**config.mk**
```make
export PLATFORM = sky130hd
export DESIGN_NAME = line_centroid_pid_steering_unit
export DESIGN_NICKNAME = d
export VERILOG_FILES = /design/src/rtl/lcps_pkg.sv /design/src/rtl/line_centroid_pid_steering_unit.sv /design/src/rtl/lcps_front.sv /design/src/rtl/lcps_queue.sv /design/src/rtl/lcps_back.sv
export VERILOG_INCLUDE_DIRS = /design/src /design/src/rtl
export SDC_FILE = /design/constraint.sdc
export NUM_CORES = 2
export LEC_CHECK = 0
export BUFFER_PORTS_ARGS = -buffer_cell sky130_fd_sc_hd__buf_2
export CAP_MARGIN = 40
export CORE_ASPECT_RATIO = 0.75
export CORE_MARGIN = 3
export CORE_UTILIZATION = 35
export DETAILED_ROUTE_END_ITERATION = 10
export PLACE_DENSITY = 0.56
export SLEW_MARGIN = 5
export SYNTH_ARGS = -nofsm -noshare
export SYNTH_HDL_FRONTEND = slang
export SYNTH_SLANG_ARGS = --single-unit
```
**constraint.sdc**
```tcl
create_clock -name aclk -period 11.9 [get_ports aclk]
set_clock_uncertainty 0.2 [all_clocks]
set_input_delay 2.38 -clock aclk [delete_from_list [all_inputs] [get_ports aclk]]
set_output_delay 2.38 -clock aclk [all_outputs]
set_load 0.01 [all_outputs]
```
**src/rtl/assert_macros.svh**
```systemverilog
// Assertion macros used by the top-level RTL file of the line centroid steering block.
`ifndef ASSERT_MACROS_SVH
`define ASSERT_MACROS_SVH
`ifndef SYNTHESIS
`define LCPS_ASSERT(lbl, clk, rstn, prop) \
    lbl: assert property (@(posedge clk) disable iff (!(rstn)) (prop)) \
        else $error("assertion failed");
`define LCPS_ASSERT_NEVER(lbl, clk, rstn, cond) \
    lbl: assert property (@(posedge clk) disable iff (!(rstn)) !(cond)) \
        else $error("forbidden condition seen");
`else
`define LCPS_ASSERT(lbl, clk, rstn, prop)
`define LCPS_ASSERT_NEVER(lbl, clk, rstn, cond)
`endif
`endif

```
**src/rtl/lcps_pkg.sv**
```systemverilog
// Types and constants of the line centroid steering block.
`default_nettype none
package lcps_pkg;

    localparam int PIX_W      = 12;
    localparam int CFG_IDX_W  = 3;
    localparam int CFG_DATA_W = 24;
    localparam int CENT_W     = 15;
    localparam int ERR_W      = 16;
    localparam int STEER_W    = 32;
    localparam int GAIN_W     = 24;
    localparam int FRAC_BITS  = 6;

    localparam int QUEUE_DEPTH = 2;

    // register file indexes
    typedef enum logic [CFG_IDX_W-1:0] {
        CFG_THRESHOLD = 3'd0,
        CFG_CENTER    = 3'd1,
        CFG_OFFSET    = 3'd2,
        CFG_GAIN_P    = 3'd3,
        CFG_GAIN_I    = 3'd4,
        CFG_GAIN_D    = 3'd5
    } cfg_index_t;

    localparam logic [11:0] THRESHOLD_RST = 12'd410;
    localparam logic [8:0]  CENTER_RST    = 9'd160;
    localparam logic [8:0]  OFFSET_RST    = 9'd0;
    localparam logic [23:0] GAIN_P_RST    = 24'd131;
    localparam logic [23:0] GAIN_I_RST    = 24'd0;
    localparam logic [23:0] GAIN_D_RST    = 24'd1311;

    typedef struct packed {
        logic [11:0] sample_threshold;
        logic [8:0]  center_target;
        logic [8:0]  center_offset;
        logic [23:0] gain_p;
        logic [23:0] gain_i;
        logic [23:0] gain_d;
    } cfg_t;

    typedef enum logic [3:0] {
        BK_IDLE,
        BK_DIVIDE,
        BK_CENT,
        BK_ERROR,
        BK_INTEG,
        BK_MUL_P,
        BK_MUL_I,
        BK_MUL_D,
        BK_SUM,
        BK_EMIT
    } back_state_t;

endpackage
`default_nettype wire

```
**src/rtl/line_centroid_pid_steering_unit.sv**
```systemverilog
// Line-scan centroid and PID steering unit: top level with configuration registers.
//
// Input channel (s_*): one pixel per beat, s_last_pixel marks the frame's last pixel.
// Pixels are accepted at one per cycle while the queue is not full; pixels past
// position PIXELS-1 are dropped. Each frame gives one result beat on the m_*
// channel: centroid (Q.6), line-found, all-lit, line error (Q.6) and the saturated
// Q16.16 PID steering command. Frame summaries wait in a two-entry queue; the back
// end then runs a one-bit-per-cycle centroid divider, then error, integral and
// three passes of one shared 24x32 multiplier. A frame with no lit pixel skips the
// divider. s_ready drops only while the queue holds two unprocessed frames, which
// happens only when frames are shorter than the back-end time or m_ready stalls.
// A stalled m_ready holds the finished result in the output register; the back end
// then waits in its last step and the queue, then s_ready, back up behind it.
// Configuration (cfg_*) is always ready; indexes past the last register are ignored.
// Reset (aresetn low, synchronous) restores register defaults, clears the frame
// accumulators, PID history and both channels.
`default_nettype none
`include "assert_macros.svh"
module line_centroid_pid_steering_unit #(
    parameter int PIXELS = 320
) (
    input  wire logic                                  aclk,
    input  wire logic                                  aresetn,
    input  wire logic                                  s_valid,
    output logic                                       s_ready,
    input  wire logic [lcps_pkg::PIX_W-1:0]            s_pixel_sample,
    input  wire logic                                  s_last_pixel,
    output logic                                       m_valid,
    input  wire logic                                  m_ready,
    output logic [lcps_pkg::CENT_W-1:0]                m_centroid_q6,
    output logic                                       m_line_found,
    output logic                                       m_all_lit,
    output logic signed [lcps_pkg::ERR_W-1:0]          m_line_error_q6,
    output logic signed [lcps_pkg::STEER_W-1:0]        m_steering_command,
    input  wire logic                                  cfg_valid,
    output logic                                       cfg_ready,
    input  wire logic [lcps_pkg::CFG_IDX_W-1:0]        cfg_index,
    input  wire logic [lcps_pkg::CFG_DATA_W-1:0]       cfg_data
);
    import lcps_pkg::*;

    localparam int IDX_W = $clog2(PIXELS + 1);
    localparam int CNT_W = $clog2(PIXELS + 1);
    localparam int SUM_W = $clog2(PIXELS * (PIXELS - 1) / 2 + 1);
    localparam int NUM_W = SUM_W + FRAC_BITS + 1;
    localparam int Q_W   = SUM_W + CNT_W + 1;

    cfg_t cfg_reg;

    assign cfg_ready = 1'b1;

    always_ff @(posedge aclk) begin
        if (!aresetn) begin
            cfg_reg.sample_threshold <= THRESHOLD_RST;
            cfg_reg.center_target    <= CENTER_RST;
            cfg_reg.center_offset    <= OFFSET_RST;
            cfg_reg.gain_p           <= GAIN_P_RST;
            cfg_reg.gain_i           <= GAIN_I_RST;
            cfg_reg.gain_d           <= GAIN_D_RST;
        end else if (cfg_valid && cfg_ready) begin
            case (cfg_index)
                CFG_THRESHOLD: cfg_reg.sample_threshold <= cfg_data[11:0];
                CFG_CENTER:    cfg_reg.center_target    <= cfg_data[8:0];
                CFG_OFFSET:    cfg_reg.center_offset    <= cfg_data[8:0];
                CFG_GAIN_P:    cfg_reg.gain_p           <= cfg_data;
                CFG_GAIN_I:    cfg_reg.gain_i           <= cfg_data;
                CFG_GAIN_D:    cfg_reg.gain_d           <= cfg_data;
                default:       cfg_reg                  <= cfg_reg;
            endcase
        end
    end

    logic             q_push, q_full, q_pop, q_empty;
    logic [SUM_W-1:0] push_sum;
    logic [CNT_W-1:0] push_cnt;
    logic             push_all_lit;
    logic [Q_W-1:0]   q_rd_data;

    lcps_front #(
        .PIXELS (PIXELS),
        .IDX_W  (IDX_W),
        .CNT_W  (CNT_W),
        .SUM_W  (SUM_W)
    ) u_front (
        .aclk             (aclk),
        .aresetn          (aresetn),
        .s_valid          (s_valid),
        .s_ready          (s_ready),
        .pixel_sample     (s_pixel_sample),
        .last_pixel       (s_last_pixel),
        .sample_threshold (cfg_reg.sample_threshold),
        .q_full           (q_full),
        .push_valid       (q_push),
        .push_sum         (push_sum),
        .push_cnt         (push_cnt),
        .push_all_lit     (push_all_lit)
    );

    lcps_queue #(
        .W (Q_W)
    ) u_queue (
        .aclk      (aclk),
        .aresetn   (aresetn),
        .push      (q_push),
        .push_data ({push_sum, push_cnt, push_all_lit}),
        .full      (q_full),
        .pop       (q_pop),
        .empty     (q_empty),
        .pop_data  (q_rd_data)
    );

    lcps_back #(
        .CNT_W (CNT_W),
        .SUM_W (SUM_W),
        .NUM_W (NUM_W)
    ) u_back (
        .aclk         (aclk),
        .aresetn      (aresetn),
        .cfg          (cfg_reg),
        .q_empty      (q_empty),
        .q_sum        (q_rd_data[Q_W-1 -: SUM_W]),
        .q_cnt        (q_rd_data[CNT_W:1]),
        .q_all_lit    (q_rd_data[0]),
        .q_pop        (q_pop),
        .out_valid    (m_valid),
        .out_ready    (m_ready),
        .out_centroid (m_centroid_q6),
        .out_found    (m_line_found),
        .out_all_lit  (m_all_lit),
        .out_error    (m_line_error_q6),
        .out_steer    (m_steering_command)
    );

    logic no_line_beat;
    logic zero_outputs;

    assign no_line_beat = m_valid && !m_line_found;
    assign zero_outputs = (m_steering_command == '0) && (m_centroid_q6 == '0);

    `LCPS_ASSERT_NEVER(a_push_when_full, aclk, aresetn, q_push && q_full)
    `LCPS_ASSERT_NEVER(a_pop_when_empty, aclk, aresetn, q_pop && q_empty)
    `LCPS_ASSERT(a_no_line_zero_out, aclk, aresetn, no_line_beat |-> zero_outputs)

endmodule
`default_nettype wire

```
**src/rtl/lcps_front.sv**
```systemverilog
// Pixel front end: threshold and per-frame index sum, count and all-lit tracking.
`default_nettype none
module lcps_front #(
    parameter int PIXELS = 320,
    parameter int IDX_W  = 9,
    parameter int CNT_W  = 9,
    parameter int SUM_W  = 16
) (
    input  wire logic                        aclk,
    input  wire logic                        aresetn,
    input  wire logic                        s_valid,
    output logic                             s_ready,
    input  wire logic [lcps_pkg::PIX_W-1:0]  pixel_sample,
    input  wire logic                        last_pixel,
    input  wire logic [lcps_pkg::PIX_W-1:0]  sample_threshold,
    input  wire logic                        q_full,
    output logic                             push_valid,
    output logic [SUM_W-1:0]                 push_sum,
    output logic [CNT_W-1:0]                 push_cnt,
    output logic                             push_all_lit
);
    import lcps_pkg::*;

    logic [IDX_W-1:0] idx_reg, idx_next;
    logic [SUM_W-1:0] sum_reg, sum_next;
    logic [CNT_W-1:0] cnt_reg, cnt_next;
    logic             all_reg, all_next;
    logic             accept;
    logic             lit;

    assign s_ready = !q_full;
    assign accept  = s_valid && s_ready;
    assign lit     = pixel_sample > sample_threshold;

    // pixels past the frame length are dropped; index saturates at PIXELS
    always_comb begin
        idx_next = idx_reg;
        sum_next = sum_reg;
        cnt_next = cnt_reg;
        all_next = all_reg;
        if (idx_reg < IDX_W'(PIXELS)) begin
            if (lit) begin
                sum_next = sum_reg + SUM_W'(idx_reg);
                cnt_next = cnt_reg + CNT_W'(1);
            end else begin
                all_next = 1'b0;
            end
            idx_next = idx_reg + IDX_W'(1);
        end
    end

    assign push_valid   = accept && last_pixel;
    assign push_sum     = sum_next;
    assign push_cnt     = cnt_next;
    assign push_all_lit = all_next;

    always_ff @(posedge aclk) begin
        if (!aresetn) begin
            idx_reg <= '0;
            sum_reg <= '0;
            cnt_reg <= '0;
            all_reg <= 1'b1;
        end else if (accept) begin
            if (last_pixel) begin
                idx_reg <= '0;
                sum_reg <= '0;
                cnt_reg <= '0;
                all_reg <= 1'b1;
            end else begin
                idx_reg <= idx_next;
                sum_reg <= sum_next;
                cnt_reg <= cnt_next;
                all_reg <= all_next;
            end
        end
    end

endmodule
`default_nettype wire

```
**src/rtl/lcps_queue.sv**
```systemverilog
// Two-entry frame summary queue between the front end and the PID back end.
`default_nettype none
module lcps_queue #(
    parameter int W = 26
) (
    input  wire logic         aclk,
    input  wire logic         aresetn,
    input  wire logic         push,
    input  wire logic [W-1:0] push_data,
    output logic              full,
    input  wire logic         pop,
    output logic              empty,
    output logic [W-1:0]      pop_data
);
    import lcps_pkg::*;

    localparam int PTR_W = (QUEUE_DEPTH > 1) ? $clog2(QUEUE_DEPTH) : 1;
    localparam int LVL_W = $clog2(QUEUE_DEPTH + 1);

    logic [W-1:0]     mem [QUEUE_DEPTH];
    logic [PTR_W-1:0] wr_ptr_reg, rd_ptr_reg;
    logic [LVL_W-1:0] level_reg;

    assign full     = level_reg == LVL_W'(QUEUE_DEPTH);
    assign empty    = level_reg == '0;
    assign pop_data = mem[rd_ptr_reg];

    always_ff @(posedge aclk) begin
        if (push) begin
            mem[wr_ptr_reg] <= push_data;
        end
    end

    always_ff @(posedge aclk) begin
        if (!aresetn) begin
            wr_ptr_reg <= '0;
            rd_ptr_reg <= '0;
            level_reg  <= '0;
        end else begin
            if (push) begin
                wr_ptr_reg <= (wr_ptr_reg == PTR_W'(QUEUE_DEPTH - 1)) ? '0
                                                                       : wr_ptr_reg + PTR_W'(1);
            end
            if (pop) begin
                rd_ptr_reg <= (rd_ptr_reg == PTR_W'(QUEUE_DEPTH - 1)) ? '0
                                                                       : rd_ptr_reg + PTR_W'(1);
            end
            case ({push, pop})
                2'b10:   level_reg <= level_reg + LVL_W'(1);
                2'b01:   level_reg <= level_reg - LVL_W'(1);
                default: level_reg <= level_reg;
            endcase
        end
    end

endmodule
`default_nettype wire

```
**src/rtl/lcps_back.sv**
```systemverilog
// Per-frame back end: centroid divider, line error, PID with one shared multiplier.
`default_nettype none
module lcps_back #(
    parameter int CNT_W = 9,
    parameter int SUM_W = 16,
    parameter int NUM_W = 23
) (
    input  wire logic                               aclk,
    input  wire logic                               aresetn,
    input  wire lcps_pkg::cfg_t                     cfg,
    input  wire logic                               q_empty,
    input  wire logic [SUM_W-1:0]                   q_sum,
    input  wire logic [CNT_W-1:0]                   q_cnt,
    input  wire logic                               q_all_lit,
    output logic                                    q_pop,
    output logic                                    out_valid,
    input  wire logic                               out_ready,
    output logic [lcps_pkg::CENT_W-1:0]             out_centroid,
    output logic                                    out_found,
    output logic                                    out_all_lit,
    output logic signed [lcps_pkg::ERR_W-1:0]       out_error,
    output logic signed [lcps_pkg::STEER_W-1:0]     out_steer
);
    import lcps_pkg::*;

    localparam int STEP_W = $clog2(NUM_W);
    localparam int PROD_W = GAIN_W + 32;
    localparam int ACC_W  = PROD_W + 2;
    localparam int EW_W   = ERR_W + 2;

    localparam logic signed [ACC_W-1:0] STEER_MAX = {{(ACC_W-31){1'b0}}, {31{1'b1}}};
    localparam logic signed [ACC_W-1:0] STEER_MIN = {{(ACC_W-31){1'b1}}, {31{1'b0}}};
    localparam logic signed [ACC_W-1:0] ROUND_HALF = ACC_W'(32);

    back_state_t state_reg, state_next;

    logic [CNT_W-1:0]         cnt_reg;
    logic [NUM_W-1:0]         num_reg;
    logic [CNT_W-1:0]         rem_reg;
    logic [STEP_W-1:0]        step_reg;
    logic                     found_reg, all_lit_reg;
    logic [CENT_W-1:0]        cent_reg;
    logic signed [ERR_W-1:0]  err_reg;
    logic signed [31:0]       integ_reg;
    logic signed [ERR_W:0]    deriv_reg;
    logic signed [PROD_W-1:0] prod_reg;
    logic signed [ACC_W-1:0]  acc_reg;
    logic signed [ERR_W-1:0]  prev_err_reg;
    logic signed [31:0]       integral_reg;
    logic                     valid_reg, valid_next;

    logic                     emit_fire;
    logic                     slot_free;

    // one restoring division step per cycle
    logic [CNT_W:0]   div_shift;
    logic [CNT_W+1:0] div_diff;
    logic             div_ge;

    assign div_shift = {rem_reg, num_reg[NUM_W-1]};
    assign div_diff  = {1'b0, div_shift} - {2'b00, cnt_reg};
    assign div_ge    = !div_diff[CNT_W+1];

    logic [31:0] quot_wide;
    assign quot_wide = 32'(num_reg);

    logic signed [EW_W-1:0] err_wide;
    assign err_wide = $signed({3'b000, cfg.center_target, 6'b000000})
                    - $signed({3'b000, cent_reg})
                    + $signed({{3{cfg.center_offset[8]}}, cfg.center_offset, 6'b000000});

    logic signed [32:0] integ_wide;
    assign integ_wide = $signed({integral_reg[31], integral_reg})
                      + $signed({{17{err_reg[ERR_W-1]}}, err_reg});

    // shared multiplier, operands picked by state
    logic signed [GAIN_W-1:0] mul_a;
    logic signed [31:0]       mul_b;
    logic signed [PROD_W-1:0] mul_p;

    always_comb begin
        case (state_reg)
            BK_MUL_I: begin
                mul_a = $signed(cfg.gain_i);
                mul_b = integ_reg;
            end
            BK_MUL_D: begin
                mul_a = $signed(cfg.gain_d);
                mul_b = {{(32-ERR_W-1){deriv_reg[ERR_W]}}, deriv_reg};
            end
            default: begin
                mul_a = $signed(cfg.gain_p);
                mul_b = {{(32-ERR_W){err_reg[ERR_W-1]}}, err_reg};
            end
        endcase
    end
    assign mul_p = mul_a * mul_b;

    logic signed [ACC_W-1:0] rnd_shift;
    logic signed [STEER_W-1:0] steer_val;
    assign rnd_shift = (acc_reg + ROUND_HALF) >>> FRAC_BITS;

    always_comb begin
        if (!found_reg) begin
            steer_val = '0;
        end else if (rnd_shift > STEER_MAX) begin
            steer_val = STEER_MAX[STEER_W-1:0];
        end else if (rnd_shift < STEER_MIN) begin
            steer_val = STEER_MIN[STEER_W-1:0];
        end else begin
            steer_val = rnd_shift[STEER_W-1:0];
        end
    end

    // next state
    always_comb begin
        state_next = state_reg;
        case (state_reg)
            BK_IDLE: begin
                if (!q_empty) begin
                    state_next = (q_cnt == '0) ? BK_CENT : BK_DIVIDE;
                end
            end
            BK_DIVIDE: begin
                if (step_reg == '0) begin
                    state_next = BK_CENT;
                end
            end
            BK_CENT:  state_next = BK_ERROR;
            BK_ERROR: state_next = BK_INTEG;
            BK_INTEG: state_next = BK_MUL_P;
            BK_MUL_P: state_next = BK_MUL_I;
            BK_MUL_I: state_next = BK_MUL_D;
            BK_MUL_D: state_next = BK_SUM;
            BK_SUM:   state_next = BK_EMIT;
            BK_EMIT: begin
                if (slot_free) begin
                    state_next = BK_IDLE;
                end
            end
            default:  state_next = BK_IDLE;
        endcase
    end

    // control outputs
    always_comb begin
        q_pop     = 1'b0;
        emit_fire = 1'b0;
        case (state_reg)
            BK_IDLE: q_pop     = !q_empty;
            BK_EMIT: emit_fire = slot_free;
            default: begin
                q_pop     = 1'b0;
                emit_fire = 1'b0;
            end
        endcase
    end

    assign slot_free = !valid_reg || out_ready;

    always_comb begin
        valid_next = valid_reg && !out_ready;
        if (emit_fire) begin
            valid_next = 1'b1;
        end
    end

    always_ff @(posedge aclk) begin
        if (!aresetn) begin
            state_reg    <= BK_IDLE;
            valid_reg    <= 1'b0;
            prev_err_reg <= '0;
            integral_reg <= '0;
        end else begin
            state_reg <= state_next;
            valid_reg <= valid_next;
            if (emit_fire && found_reg) begin
                prev_err_reg <= err_reg;
                integral_reg <= integ_reg;
            end
        end
    end

    // datapath
    always_ff @(posedge aclk) begin
        case (state_reg)
            BK_IDLE: begin
                cnt_reg     <= q_cnt;
                all_lit_reg <= q_all_lit;
                found_reg   <= q_cnt != '0;
                rem_reg     <= '0;
                step_reg    <= STEP_W'(NUM_W - 1);
                if (q_cnt == '0) begin
                    num_reg <= '0;
                end else begin
                    num_reg <= NUM_W'({q_sum, 6'b000000}) + NUM_W'(q_cnt >> 1);
                end
            end
            BK_DIVIDE: begin
                rem_reg  <= div_ge ? div_diff[CNT_W-1:0] : div_shift[CNT_W-1:0];
                num_reg  <= {num_reg[NUM_W-2:0], div_ge};
                step_reg <= step_reg - STEP_W'(1);
            end
            BK_CENT: begin
                cent_reg <= (quot_wide > 32'd32767) ? {CENT_W{1'b1}} : quot_wide[CENT_W-1:0];
            end
            BK_ERROR: begin
                if (err_wide > EW_W'(32767)) begin
                    err_reg <= 16'sh7FFF;
                end else if (err_wide < -EW_W'(32768)) begin
                    err_reg <= 16'sh8000;
                end else begin
                    err_reg <= err_wide[ERR_W-1:0];
                end
            end
            BK_INTEG: begin
                if (integ_wide[32] != integ_wide[31]) begin
                    integ_reg <= integ_wide[32] ? 32'sh8000_0000 : 32'sh7FFF_FFFF;
                end else begin
                    integ_reg <= integ_wide[31:0];
                end
                deriv_reg <= {err_reg[ERR_W-1], err_reg}
                           - {prev_err_reg[ERR_W-1], prev_err_reg};
            end
            BK_MUL_P: prod_reg <= mul_p;
            BK_MUL_I: begin
                prod_reg <= mul_p;
                acc_reg  <= ACC_W'(prod_reg);
            end
            BK_MUL_D: begin
                prod_reg <= mul_p;
                acc_reg  <= acc_reg + ACC_W'(prod_reg);
            end
            BK_SUM:   acc_reg <= acc_reg + ACC_W'(prod_reg);
            BK_EMIT: begin
                if (emit_fire) begin
                    out_centroid <= cent_reg;
                    out_found    <= found_reg;
                    out_all_lit  <= all_lit_reg;
                    out_error    <= err_reg;
                    out_steer    <= steer_val;
                end
            end
            default: begin
                acc_reg <= acc_reg;
            end
        endcase
    end

    assign out_valid = valid_reg;

endmodule
`default_nettype wire
```
==> results.ini <==
[outcome]
outcome=completed

[pwr]
power_frac_clock=0.255
power_w=0.00784
cellLeakagePower_nw=27.6
worst_ir_drop_vdd_mv=0.0928
switching_share=0.392
p_per_area_mw_per_mm2=126
p_sw_w=0.00307
p_int_w=0.00477
power_frac_comb=0.440
pwr-share-seq=0.306

[setup_path]
worst-r2r-cell-count=30
cp_max_fo=20
cp.arrival_ns=10.53
critPathLaunchType=register
r2r_setup_slack_ns=1.62
path_class=reg -> reg
cpPeakStageDelay_ns=0.73
cp.required_ns=12.15
path_common_cell=fa_1
crit_path_end_kind=register
cp_slowest_cell=dfxtp_1

[place]
io_buffers=111
place_congestion=0.928
dpl-instance-area_mm2=0.0600
dpl.hpwl_mm=133

[global_route]
grt_pass1_wl_mm=266
grt_util_all_layers=0.206
gr-total-overflow=0
grt_start_max_net_pins=72
antenna_found_initial=12
first_global_vias=43300

[sta]
setup_viol=0
fmax_mhz=97.3
finalHoldViolations=0
maxSlewViolCount=0
tns_ns=0
layout_worst_path_cycle_share=0.864
finalCriticalPeriod_ns=10.28
rsz0062_at_grt=no
max_slew_margin=0.328
tightest_slew_ns=1.01

[logic_synthesis]
yosysTopAreaCell=fa_1
synth_cell_types=89
synthArstFlopShare=0
ys_ff_latch=554
synth.avg_cell_area_um2=9.22
synth_top_area_share=0.280
synth_ff_type=edfxtp_1
synth-seq-area-share=0.260
ys_warn_count=0
netlist_instances=6115
synth_area_leaders=fa_1, edfxtp_1, dfxtp_1
synth-edff-count=359
syn_nets=7262
syn-cell-area_mm2=0.0564

[floorplanning]
initial_core_util=0.355
core_area_mm2=0.159
die_h_um=354
fp.dieArea_mm2=0.166
pin_count=113
die_w_um=470
core.rowCount=126

[final_layout]
final_area_mm2=0.0621
drive_above_1_share=0.0780
fin_nets=7309
largest_register_ffs=102
area_growth_pct=10.2

[clocking]
worst_skew_pair.late_latency_ns=0.74
cts_buffers=60
htreeDepth=2
cts_root_buffer=clkbuf_16
clock_path_buffers=3
cts_tree=yes
cts_hold_repair.buffers=0
cts_resized=0
clkSinkCount=554
cts_setup_buffers=0
cts.clk_slew.worst_paths_ns=0.09

[route]
routed-wl-met2_mm=71.1
m1WireLength_mm=79.0
drtAntennaViolNets=0
wl_mm=170
met3_length_mm=15.5
vias=42900
routed.top_layer=met5
wl_per_cell_um=20.3
drt_first_iter_violations=3654
via_per_inst=5.15
drc=0
drt-pass1-iter-count=6

[flow_run]
maxCapViolations=0

[worst_hold_path]
min_delay_path_depth=1
hold_class=reg -> reg

## synth_stat cells, drive strengths merged, types with 5 or more instances
cell and instances:
nand3b 10, o22ai 11, nor3 74, a21boi 156, ha 312, nor4 14, a311oi 5, nand2 873
nor2b 49, a211oi 10, nand2b 36, a31oi 20, inv 950, a22oi 19, or3 39, o21bai 44
and2 34, a31o 7, a21o 111, xor2 106, fa 790, maj3 9, buf 19, mux2 17
xnor2 144, and3 26, o211ai 11, a2111oi 6, mux2i 29, dfxtp 195, a41oi 5, o31ai 15
nand3 67, a21oi 256, nand4 38, edfxtp 359, or4 5, o21a 35, or2 28, clkbuf 252
o21ai 182, nor3b 6, nor2 691
## cell usage in the layout, fill, tap and decap left out, drive strengths merged, types with 11 or more instances in the layout
| cell type | Yosys | routed |
|---|---|---|
| o22ai | 11 | 11 |
| and3 | 26 | 26 |
| ha | 312 | 312 |
| nand4 | 38 | 38 |
| clkinv | 0 | 31 |
| nand2 | 873 | 873 |
| o31ai | 15 | 15 |
| and2 | 34 | 34 |
| xnor2 | 144 | 144 |
| o21bai | 44 | 44 |
| a21o | 111 | 111 |
| a22oi | 19 | 19 |
| edfxtp | 359 | 359 |
| o211ai | 11 | 11 |
| or2 | 28 | 28 |
| mux2 | 17 | 17 |
| dfxtp | 195 | 195 |
| xor2 | 106 | 106 |
| or3 | 39 | 39 |
| nor3 | 74 | 74 |
| mux2i | 29 | 29 |
| fa | 790 | 790 |
| clkbuf | 252 | 70 |
| a31oi | 20 | 20 |
| nor2b | 49 | 49 |
| o21a | 35 | 35 |
| a21boi | 156 | 156 |
| inv | 950 | 955 |
| nor4 | 14 | 14 |
| buf | 19 | 256 |
| a21oi | 256 | 256 |
| o21ai | 182 | 182 |
| nand2b | 36 | 36 |
| nor2 | 691 | 691 |
| nand3 | 67 | 67 |
## logic make-up (layout without fill, tap and decap cells)
family,after synthesis,after routing,share of synthesized area
fa+ha+maj,1111,1111,0.351
other cells,1,8,0.0000665
flops,554,554,0.260
buf+inv,1221,1320,0.0819
compound gates,932,932,0.108
xor+xnor,250,250,0.0390
simple gates,2000,2000,0.151
mux,46,46,0.00854
## per-layer routing
layer	global-route usage	vias up
li1	-	19600
met5	0	-
met1	0.302	21500
met4	0.0461	6
met2	0.306	1531
met3	0.0488	213
## worst max-delay path: cells and delay by family, from the launching register on
kind / cells / cell delay [ns]
AO/OA/AOI/OAI: 8 / 1.90
adder cells (fa/ha/maj): 8 / 4.01
buffers and inverters: 7 / 1.17
flip-flops: 1 / 0.73
multiplexers: 1 / 0.20
AND/OR/NAND/NOR: 6 / 1.77
## path summary, 6_finish.rpt
path	from	end
worst max-delay path	u_back.state_reg[3]	u_back.prod_reg[55]
worst max register to register	u_back.state_reg[3]	u_back.prod_reg[55]
worst min-delay path	u_front.all_reg	u_front.all_reg
worst min register to register	u_front.all_reg	u_front.all_reg
## per-stage QoR
stage          utilization  cells  worst slack [ns]  hold WS, ns
2_1_floorplan            -   6115              2.94        0.200
3_3_place_gp         0.376   8187              1.78        0.244
3_5_place_dp         0.378   8211              1.62        0.251
4_1_cts              0.391   8325              1.62        0.266
5_1_grt              0.391   8329              1.02        0.282
6_report             0.391   8333              1.62        0.264
## final cells by class
type	count	area [um2]
clock inverter	44	475
fill	15800	96600
tap	2112	2640
clock buffer	70	1580
inverter	950	3570
antenna	7	17.5
sequential	554	14700
multi-input combinational	4340	37300
timing repair buffer	256	1830
## power by group through the flow
| stage | logic (W) | clock network [W] | registers, W |
|---|---|---|---|
| global route | 0.00392 | 0.00213 | 0.00241 |
| CTS | 0.00346 | 0.00204 | 0.00240 |
| global placement | 0.00340 | 0 | 0.00244 |
| detailed placement | 0.00343 | 0 | 0.00244 |
| finish | 0.00345 | 0.00200 | 0.00240 |
| floorplan | 0.00251 | 0 | 0.00240 |
Power figures use the tool's default switching activity.
